`src/rtl/smf_pkg.sv`:
```
package smf_pkg;
   localparam int CNT_BITS = 16;
   typedef logic [CNT_BITS-1:0] cnt_type;

   // one command from front to back
   typedef struct packed {
      cnt_type pos;    // position to filter
      cnt_type n;      // sequence length when final
      logic    final_w; // edge mirroring at the end applies
      logic    last;   // last output of the sequence
   } job_type;
endpackage

```
`src/rtl/smf_front.sv`:
```
module smf_front #(
   parameter int MAX_WINDOW  = 32,
   parameter int SAMPLE_BITS = 16,
   parameter int WB          = 7
) (
   input  logic                          clock,
   input  logic                          reset,
   input  logic                          in_valid,
   input  logic signed [SAMPLE_BITS-1:0] in_sample,
   input  logic                          in_last,
   output logic                          in_ready,
   input  logic                          hold,
   input  logic [WB-1:0]                 width,
   output logic                          wr_en,
   output logic [smf_pkg::CNT_BITS-1:0]  wr_pos,
   output logic signed [SAMPLE_BITS-1:0] wr_data,
   output logic                          job_valid,
   output smf_pkg::job_type              job,
   input  logic                          job_ready
);
   import smf_pkg::*;

   typedef enum logic [0:0] {ST_TAKE, ST_EMIT} state_type;

   state_type state_ff, state_in;
   cnt_type   seen_ff, seen_in, emit_ff, emit_in;
   logic      fin_ff, fin_in;

   logic [WB-1:0] ahead;
   cnt_type pending, n_eff;
   logic    more;

   assign ahead   = width - WB'(1) - (width >> 1);
   assign pending = seen_ff - emit_ff;
   assign more    = fin_ff ? (pending != '0) : (pending > cnt_type'(ahead));
   // a count wrapped to zero stands for the full range
   assign n_eff   = seen_ff;

   // queued jobs must read the sample stores before a new sample lands
   assign in_ready  = (state_ff == ST_TAKE) && !hold;
   assign wr_en     = in_valid && in_ready;
   assign wr_pos    = seen_ff;
   assign wr_data   = in_sample;
   assign job_valid = (state_ff == ST_EMIT) && more;
   assign job.pos   = emit_ff;
   assign job.n     = n_eff;
   assign job.final_w = fin_ff;
   assign job.last  = fin_ff && ((emit_ff + cnt_type'(1)) == seen_ff);

   always_comb begin
      state_in = state_ff;
      seen_in  = seen_ff;
      emit_in  = emit_ff;
      fin_in   = fin_ff;
      unique case (state_ff)
         ST_TAKE: begin
            if (wr_en) begin
               seen_in  = seen_ff + cnt_type'(1);
               fin_in   = in_last;
               state_in = ST_EMIT;
            end
         end
         ST_EMIT: begin
            if (!more) begin
               state_in = ST_TAKE;
               if (fin_ff) begin
                  seen_in = '0;
                  emit_in = '0;
                  fin_in  = 1'b0;
               end
            end else if (job_ready) begin
               emit_in = emit_ff + cnt_type'(1);
            end
         end
         default: state_in = ST_TAKE;
      endcase
   end

   always_ff @(posedge clock) begin
      if (reset) begin
         state_ff <= ST_TAKE;
         seen_ff  <= '0;
         emit_ff  <= '0;
         fin_ff   <= 1'b0;
      end else begin
         state_ff <= state_in;
         seen_ff  <= seen_in;
         emit_ff  <= emit_in;
         fin_ff   <= fin_in;
      end
   end
endmodule

```
`src/rtl/smf_queue.sv`:
```
module smf_queue #(
   parameter int DEPTH_BITS = 1
) (
   input  logic             clock,
   input  logic             reset,
   input  logic             push,
   input  smf_pkg::job_type push_data,
   output logic             ready,
   output logic             valid,
   output smf_pkg::job_type pop_data,
   input  logic             pop
);
   import smf_pkg::*;

   localparam int DEPTH = 1 << DEPTH_BITS;

   job_type mem_ff [DEPTH];
   logic [DEPTH_BITS-1:0] wp_ff, rp_ff;
   logic [DEPTH_BITS:0]   cnt_ff;

   assign ready    = (cnt_ff != (DEPTH_BITS+1)'(DEPTH));
   assign valid    = (cnt_ff != '0);
   assign pop_data = mem_ff[rp_ff];

   always_ff @(posedge clock) begin
      if (push && ready) mem_ff[wp_ff] <= push_data;
   end

   always_ff @(posedge clock) begin
      if (reset) begin
         wp_ff  <= '0;
         rp_ff  <= '0;
         cnt_ff <= '0;
      end else begin
         if (push && ready) wp_ff <= wp_ff + 1'b1;
         if (pop && valid) rp_ff <= rp_ff + 1'b1;
         cnt_ff <= cnt_ff + (DEPTH_BITS+1)'(push && ready) - (DEPTH_BITS+1)'(pop && valid);
      end
   end
endmodule

```
`src/rtl/smf_back.sv`:
```
module smf_back #(
   parameter int MAX_WINDOW  = 32,
   parameter int SAMPLE_BITS = 16,
   parameter int WB          = 7
) (
   input  logic                          clock,
   input  logic                          reset,
   input  logic [WB-1:0]                 width,
   input  logic                          wr_en,
   input  logic [smf_pkg::CNT_BITS-1:0]  wr_pos,
   input  logic signed [SAMPLE_BITS-1:0] wr_data,
   input  logic                          job_valid,
   input  smf_pkg::job_type              job,
   output logic                          job_pop,
   output logic                          rd_busy,
   output logic                          out_valid,
   output logic signed [SAMPLE_BITS-1:0] out_data,
   output logic                          out_last,
   input  logic                          out_pop
);
   import smf_pkg::*;

   localparam int HEAD = MAX_WINDOW / 2;
   localparam int AB   = (MAX_WINDOW > 1) ? $clog2(MAX_WINDOW) : 1;
   localparam int HB   = (HEAD > 1) ? $clog2(HEAD) : 1;
   localparam int KB   = CNT_BITS + 3;

   typedef enum logic [1:0] {ST_IDLE, ST_READ, ST_RANK, ST_DONE} state_type;

   logic signed [SAMPLE_BITS-1:0] hist_mem [MAX_WINDOW];
   logic signed [SAMPLE_BITS-1:0] head_mem [(HEAD > 0) ? HEAD : 1];
   // window gathered locally so ranking compares in registers
   logic signed [SAMPLE_BITS-1:0] win_ff [MAX_WINDOW];

   state_type state_ff;
   job_type   job_ff;
   logic [WB-1:0] j_ff, c_ff, w_ff;
   logic [WB-1:0] lt_ff, le_ff;
   logic signed [SAMPLE_BITS-1:0] res_ff, med_ff;
   logic res_last_ff, med_last_ff, full_ff;
   logic load_out;

   // mirrored position for window slot j
   logic signed [KB-1:0] k0, k1, k2, k3, kf, nn;
   logic [WB-1:0] half;
   logic [AB-1:0] jidx, cidx;
   logic signed [SAMPLE_BITS-1:0] rd;

   assign half = w_ff >> 1;
   assign nn   = (job_ff.n == '0) ? KB'(1 << CNT_BITS) : KB'(job_ff.n);
   assign k0   = KB'(job_ff.pos) + KB'(j_ff) - KB'(half);
   assign k1   = (k0 < 0) ? (-k0 - KB'(1)) : k0;
   assign k2   = (job_ff.final_w && k1 >= nn) ? (nn + nn - k1 - KB'(1)) : k1;
   assign k3   = (k2 < 0) ? KB'(0) : k2;
   assign kf   = (job_ff.final_w && k3 > nn - KB'(1)) ? nn - KB'(1) : k3;
   assign jidx = j_ff[AB-1:0];
   assign cidx = c_ff[AB-1:0];

   always_comb begin
      if (HEAD > 0 && kf < KB'(HEAD)) rd = head_mem[kf[HB-1:0]];
      else rd = hist_mem[kf[AB-1:0]];
   end

   always_ff @(posedge clock) begin
      if (wr_en) begin
         hist_mem[wr_pos[AB-1:0]] <= wr_data;
         if (HEAD > 0 && wr_pos < CNT_BITS'(HEAD)) head_mem[wr_pos[HB-1:0]] <= wr_data;
      end
   end

   assign job_pop   = (state_ff == ST_IDLE) && job_valid;
   assign rd_busy   = (state_ff == ST_READ);
   assign load_out  = (state_ff == ST_DONE) && (!full_ff || out_pop);
   assign out_valid = full_ff;
   assign out_data  = res_ff;
   assign out_last  = res_last_ff;

   // rank search: the candidate whose count of smaller elements is at most
   // half and count of smaller-or-equal exceeds half is the median
   logic signed [SAMPLE_BITS-1:0] cand;
   assign cand = win_ff[cidx];

   always_ff @(posedge clock) begin
      if (load_out) begin
         res_ff      <= med_ff;
         res_last_ff <= med_last_ff;
      end
   end

   always_ff @(posedge clock) begin
      if (reset) begin
         state_ff <= ST_IDLE;
         full_ff  <= 1'b0;
      end else begin
         if (load_out) full_ff <= 1'b1;
         else if (out_pop && full_ff) full_ff <= 1'b0;
         unique case (state_ff)
            ST_IDLE: begin
               if (job_valid) begin
                  job_ff <= job;
                  w_ff   <= (width == '0) ? WB'(1)
                            : (width > WB'(MAX_WINDOW)) ? WB'(MAX_WINDOW) : width;
                  j_ff   <= '0;
                  state_ff <= ST_READ;
               end
            end
            ST_READ: begin
               win_ff[jidx] <= rd;
               if (j_ff == w_ff - WB'(1)) begin
                  c_ff  <= '0;
                  j_ff  <= '0;
                  lt_ff <= '0;
                  le_ff <= '0;
                  state_ff <= ST_RANK;
               end else begin
                  j_ff <= j_ff + WB'(1);
               end
            end
            ST_RANK: begin
               if (j_ff == w_ff) begin
                  if (lt_ff <= half && le_ff > half) begin
                     med_ff      <= cand;
                     med_last_ff <= job_ff.last;
                     state_ff    <= ST_DONE;
                  end else begin
                     c_ff  <= c_ff + WB'(1);
                     j_ff  <= '0;
                     lt_ff <= '0;
                     le_ff <= '0;
                  end
               end else begin
                  if (win_ff[jidx] < cand) lt_ff <= lt_ff + WB'(1);
                  if (win_ff[jidx] <= cand) le_ff <= le_ff + WB'(1);
                  j_ff <= j_ff + WB'(1);
               end
            end
            ST_DONE: begin
               if (load_out) state_ff <= ST_IDLE;
            end
            default: state_ff <= ST_IDLE;
         endcase
      end
   end
endmodule

```
`src/rtl/sliding_median_filter_mirror_edges.sv`:
```
// one-dimensional median filter with mirrored edges
// req_ channel: push a signed sample with req_last on the final sample of a
// sequence; the item is taken when req_push is high and req_full is low.
// rsp_ channel: rsp_filtered and rsp_out_last are valid while rsp_empty is
// low; rsp_pop takes them.
// csr_wr_en/csr_wr_data set the window width (reset 19; 0 acts as 1, values
// above MAX_WINDOW act as MAX_WINDOW). write only while idle.
// a sample yields its output once width-1-width/2 later samples are in; the
// last sample flushes every remaining output.
// each output gathers w window samples and ranks them by comparing one window
// sample at a time against the current candidate.
// the front takes the next sample once all outputs of the last are queued
// and the back has gathered the windows of every queued job.
// reset clears counters and queues; sample stores hold garbage until written.
// a stalled receiver fills the output register and holds the back, so jobs
// wait in the job queue and the front stops taking samples.
module sliding_median_filter_mirror_edges #(
   parameter int MAX_WINDOW  = 32,
   parameter int SAMPLE_BITS = 16
) (
   input  logic                          clock,
   input  logic                          reset,
   input  logic                          req_push,
   output logic                          req_full,
   input  logic signed [SAMPLE_BITS-1:0] req_sample,
   input  logic                          req_last,
   output logic                          rsp_empty,
   input  logic                          rsp_pop,
   output logic signed [SAMPLE_BITS-1:0] rsp_filtered,
   output logic                          rsp_out_last,
   input  logic                          csr_wr_en,
   input  logic [5:0]                    csr_wr_data
);
   import smf_pkg::*;

   localparam int WB = $clog2(MAX_WINDOW + 1) + 1;

   logic [5:0] width_ff;
   logic [WB-1:0] width;
   logic in_ready, wr_en, jv, jr, qv, qpop, ov, rd_busy;
   cnt_type wr_pos;
   logic signed [SAMPLE_BITS-1:0] wr_data;
   job_type job_f, job_q;

   always_ff @(posedge clock) begin
      if (reset) width_ff <= 6'd19;
      else if (csr_wr_en) width_ff <= csr_wr_data;
   end
   assign width = (width_ff == '0) ? WB'(1)
                : ((WB'(width_ff) > WB'(MAX_WINDOW)) ? WB'(MAX_WINDOW) : WB'(width_ff));

   smf_front #(.MAX_WINDOW(MAX_WINDOW), .SAMPLE_BITS(SAMPLE_BITS), .WB(WB)) u_front (
      .clock, .reset, .in_valid(req_push), .in_sample(req_sample), .in_last(req_last),
      .in_ready, .hold(qv || rd_busy), .width, .wr_en, .wr_pos, .wr_data,
      .job_valid(jv), .job(job_f), .job_ready(jr)
   );

   smf_queue #(.DEPTH_BITS(1)) u_queue (
      .clock, .reset, .push(jv), .push_data(job_f), .ready(jr),
      .valid(qv), .pop_data(job_q), .pop(qpop)
   );

   smf_back #(.MAX_WINDOW(MAX_WINDOW), .SAMPLE_BITS(SAMPLE_BITS), .WB(WB)) u_back (
      .clock, .reset, .width, .wr_en, .wr_pos, .wr_data,
      .job_valid(qv), .job(job_q), .job_pop(qpop), .rd_busy,
      .out_valid(ov), .out_data(rsp_filtered), .out_last(rsp_out_last), .out_pop(rsp_pop)
   );

   assign req_full  = !in_ready;
   assign rsp_empty = !ov;
endmodule

```
`config.mk`:
```
export PLATFORM = sky130hd
export DESIGN_NAME = sliding_median_filter_mirror_edges
export DESIGN_NICKNAME = d
export VERILOG_FILES = /design/src/rtl/smf_pkg.sv /design/src/rtl/smf_front.sv /design/src/rtl/smf_queue.sv /design/src/rtl/smf_back.sv /design/src/rtl/sliding_median_filter_mirror_edges.sv
export SDC_FILE = /design/constraint.sdc
export NUM_CORES = 2
export LEC_CHECK = 0
export BUFFER_PORTS_ARGS = -buffer_cell sky130_fd_sc_hd__buf_2
export CAP_MARGIN = 10
export CORE_UTILIZATION = 63
export CTS_BUF_LIST = sky130_fd_sc_hd__clkbuf_4
export CTS_CLUSTER_DIAMETER = 50
export DETAILED_ROUTE_END_ITERATION = 10
export GPL_TIMING_DRIVEN = 0
export PLACE_DENSITY = 0.9
export SLEW_MARGIN = 20
export SYNTH_ARGS = -nofsm -noshare
export SYNTH_HDL_FRONTEND = slang
export SYNTH_SLANG_ARGS = --single-unit
```
`constraint.sdc`:
```
create_clock -name clock -period 15 [get_ports clock]
set_input_delay 3 -clock clock [delete_from_list [all_inputs] [get_ports clock]]
set_output_delay 3 -clock clock [all_outputs]
set_load 0.02 [all_outputs]
```
==> flow_summary.json <==
{
  "status": "finished clean",
  "grt_max_degree": 49,
  "clock_skew_ps": 154,
  "mappedNetlistNets": 4715,
  "synthesized_instance_count": 4537,
  "period_share": 0.940,
  "clock_insertion_delay_worst_skew_ps": 1320,
  "route.final.wire_length_um": 206000,
  "cts_resized": 0,
  "worst-endpoint-required_ps": 16020,
  "post-synth-top-count-cell": "sky130_fd_sc_hd__edfxtp_1",
  "yosysTopAreaCell": "sky130_fd_sc_hd__edfxtp_1",
  "route.vias.total": 48100,
  "drt-met1-wl_um": 65100,
  "mux_share_of_post_synthesis_cell_area": 0.131,
  "clk_pin_slew_worst_paths_ps": 60,
  "average_vias_per_placed_instance": 7.14,
  "multiInputGateArea_mm2": 0.0231,
  "number_of_antenna_violations_at_the_first_check_in_global_routing": 13,
  "route.top_layer_used": "met5",
  "detailroute.wirelength.met2_um": 95900,
  "floorplan.initialDensity": 0.635,
  "post_cts_hold_buffer_count": 0,
  "crit-reg2reg-launch": "u_back.j_ff[3]$_DFFE_PP_",
  "clock.fmax_mhz": 70.9,
  "area.sequential_mm2": 0.0446,
  "grt_remaining_overflow": 0,
  "timing.final.max_slew_violations": 0,
  "initialDrtViolationCount": 8149,
  "cts_inserted_buffers": 373,
  "synth_simple_gate_area_frac": 0.0771,
  "synth_common_cells": "sky130_fd_sc_hd__edfxtp_1, sky130_fd_sc_hd__nand2_1, sky130_fd_sc_hd__mux4_2",
  "ys_warn_count": 0,
  "ant_nets": 0,
  "die_x_um": 333,
  "synth_seq_area_share": 0.646,
  "setup_violations": 0,
  "post_layout_minimum_cycle_time_ps": 14100,
  "syn-mean-instance-area_um2": 15.2,
  "htreeDepth": 5,
  "post_synth_edffs": 1448,
  "die_height_um": 333,
  "synthArstFlopShare": 0,
  "synth_top_family_by_area": "multiplexers",
  "hold_path_class": "register to register",
  "fp-row-count": 121,
  "synth_ff_type": "sky130_fd_sc_hd__edfxtp_1",
  "crit_arrival_ps": 15120,
  "core_area_mm2": 0.109,
  "area_added_between_synthesis_and_finish_pct": 12.1,
  "number_of_synthesized_register_bits": 1505,
  "cts_tree": "done",
  "setup_total_negative_slack_ps": 0,
  "crit_path_frequent_cell": "sky130_fd_sc_hd__clkbuf_1",
  "synth_compound_area_frac": 0.0744,
  "cts_setup_buffers": 0,
  "first_global_vias": 47800,
  "worst_min_path_start": "u_back.med_ff[11]$_DFFE_PP_",
  "grt_first_pass_wirelength_um": 302000,
  "drc": 0,
  "synth-xor-area-share": 0.0180,
  "clock_path_buffers": 4,
  "critical_path.slowest_cell": "sky130_fd_sc_hd__clkbuf_1",
  "layout-drive-gt1-share": 0.254,
  "worst_hold_slack_ps": 414,
  "ys_top_cells_by_area": "sky130_fd_sc_hd__edfxtp_1, sky130_fd_sc_hd__mux4_2, sky130_fd_sc_hd__ha_1, sky130_fd_sc_hd__nand2_1, sky130_fd_sc_hd__a211oi_1",
  "routed-wl-met3_um": 28500,
  "routed_wire_length_per_instance_um": 30.6,
  "startpoint_type": "register",
  "fill_cells": 6315,
  "crit_path_max_incr_delay_ps": 800,
  "hold_viol_final": 0,
  "number_of_cells_in_the_design_after_placement": 6092,
  "synth_fa_ha_area_frac": 0.0281,
  "critPathMaxFanout": 17,
  "routabilityCongestion": 0.997,
  "first_pass_iters": 9,
  "design.portCount": 47,
  "place_hpwl_um": 138000,
  "worst_slew_pin_slew_ps": 1260,
  "worst_setup_path_end_kind": "register",
  "clk_root_buffer_cell": "sky130_fd_sc_hd__clkbuf_4",
  "synth.distinct_cells": 108,
  "rsz0062_at_grt": "no",
  "worstSetupPathType": "register to register",
  "remaining_max_slew_budget_at_the_tightest_pin": 0.163,
  "worst_setup_path_startpoint": "u_back.j_ff[3]$_DFFE_PP_",
  "netlist_area_mm2": 0.0690,
  "numPortBuffers": 45,
  "grt.total_usage": 0.373,
  "finalNetCount": 5231,
  "clock_sinks": 1505,
  "die_area_mm2": 0.111,
  "finish.cell_count_without_fillers": 6737,
  "max-cap-violations": 0,
  "synth_top_area_share": 0.630
}
-- cell families after synthesis --
group,count (synthesis)
buffers and inverters,435
muxes,484
AOI/OAI and AO/OA,712
adders and majority gates,150
and+or+nand+nor,1110
DFF,1505
other,1
xor gates and xnor gates,140
-- registers in the layout, indices dropped and copies added, names as in the netlist, 5 cells and up, named ones only --
register and flops:
width_ff 6, u_front.wr_pos 16, u_back.job_ff 34, u_front.emit_ff 16
u_back.j_ff 7, u_back.c_ff 5, u_queue.mem_ff 68, u_back.med_ff 16
u_back.w_ff 6, u_back.le_ff 7, u_back.head_mem 256, u_back.hist_mem 512
u_back.win_ff 512, u_back.out_data 16, u_back.lt_ff 7
-- worst max-delay path: cells and delay by family, from the launching register on --
| kind | cells | cell delay, ps |
|---|---|---|
| AO/OA/AOI/OAI | 16 | 4310 |
| buffers and inverters | 13 | 4280 |
| AND/OR/NAND/NOR | 9 | 2440 |
| adder cells (fa/ha/maj) | 4 | 1560 |
| multiplexers | 1 | 630 |
| flip-flops | 1 | 320 |
| XOR/XNOR | 1 | 250 |
-- area by class of cell --
cell class | instances | share of cell area
flip-flops and latches | 1505 | 0.576
multi-input cells | 2597 | 0.299
inverters | 148 | 0.00717
diodes | 12 | 0.000388
well taps | 1414 | 0.0228
clock buffers | 546 | 0.0529
plain buffers | 287 | 0.0159
clock inverters | 87 | 0.00622
repair buffers | 141 | 0.0194
-- worst paths after layout --
check                                       end  slack [ps]  cells after the start
setup / recovery  u_back.win_ff[7][2]$_DFFE_PP_         900                     44
hold / removal    u_back.out_data[11]$_DFFE_PP_         410                      0
setup reg to reg  u_back.win_ff[7][2]$_DFFE_PP_         900                     44
hold reg to reg   u_back.out_data[11]$_DFFE_PP_         410                      0
-- through the flow --
| stage | setup slack, ps | instance area (um2) | utilization |
|---|---|---|---|
| after floorplan | 4060 | 69000 | - |
| after global placement | -1290 | 71000 | 0.653 |
| after detailed placement | 590 | 72800 | 0.669 |
| after CTS | 466 | 77400 | 0.712 |
| after global routing | 342 | 77400 | 0.712 |
| final | 900 | 77400 | 0.712 |
-- placed cells by master (no fill, tap or decap), types with 102 or more instances in the layout --
cell type,Yosys,layout
sky130_fd_sc_hd__a211oi_1,194,194
sky130_fd_sc_hd__a31oi_1,131,130
sky130_fd_sc_hd__and3_1,184,184
sky130_fd_sc_hd__clkbuf_1,199,192
sky130_fd_sc_hd__clkbuf_4,0,546
sky130_fd_sc_hd__edfxtp_1,1448,1448
sky130_fd_sc_hd__ha_1,142,142
sky130_fd_sc_hd__inv_1,146,146
sky130_fd_sc_hd__mux4_2,326,326
sky130_fd_sc_hd__nand2_1,444,444
sky130_fd_sc_hd__nor2_1,183,115
sky130_fd_sc_hd__xnor2_1,102,102
-- metal layers --
metal / vias to the layer above / GRT usage
li1: 19200 / -
met3: 1130 / 0.114
met4: 12 / 0.261
met2: 4715 / 0.584
met1: 23000 / 0.444
met5: - / 0
Power is not shown: default switching activity piles up to over one toggle a cycle in this logic, so the estimate is an artifact.
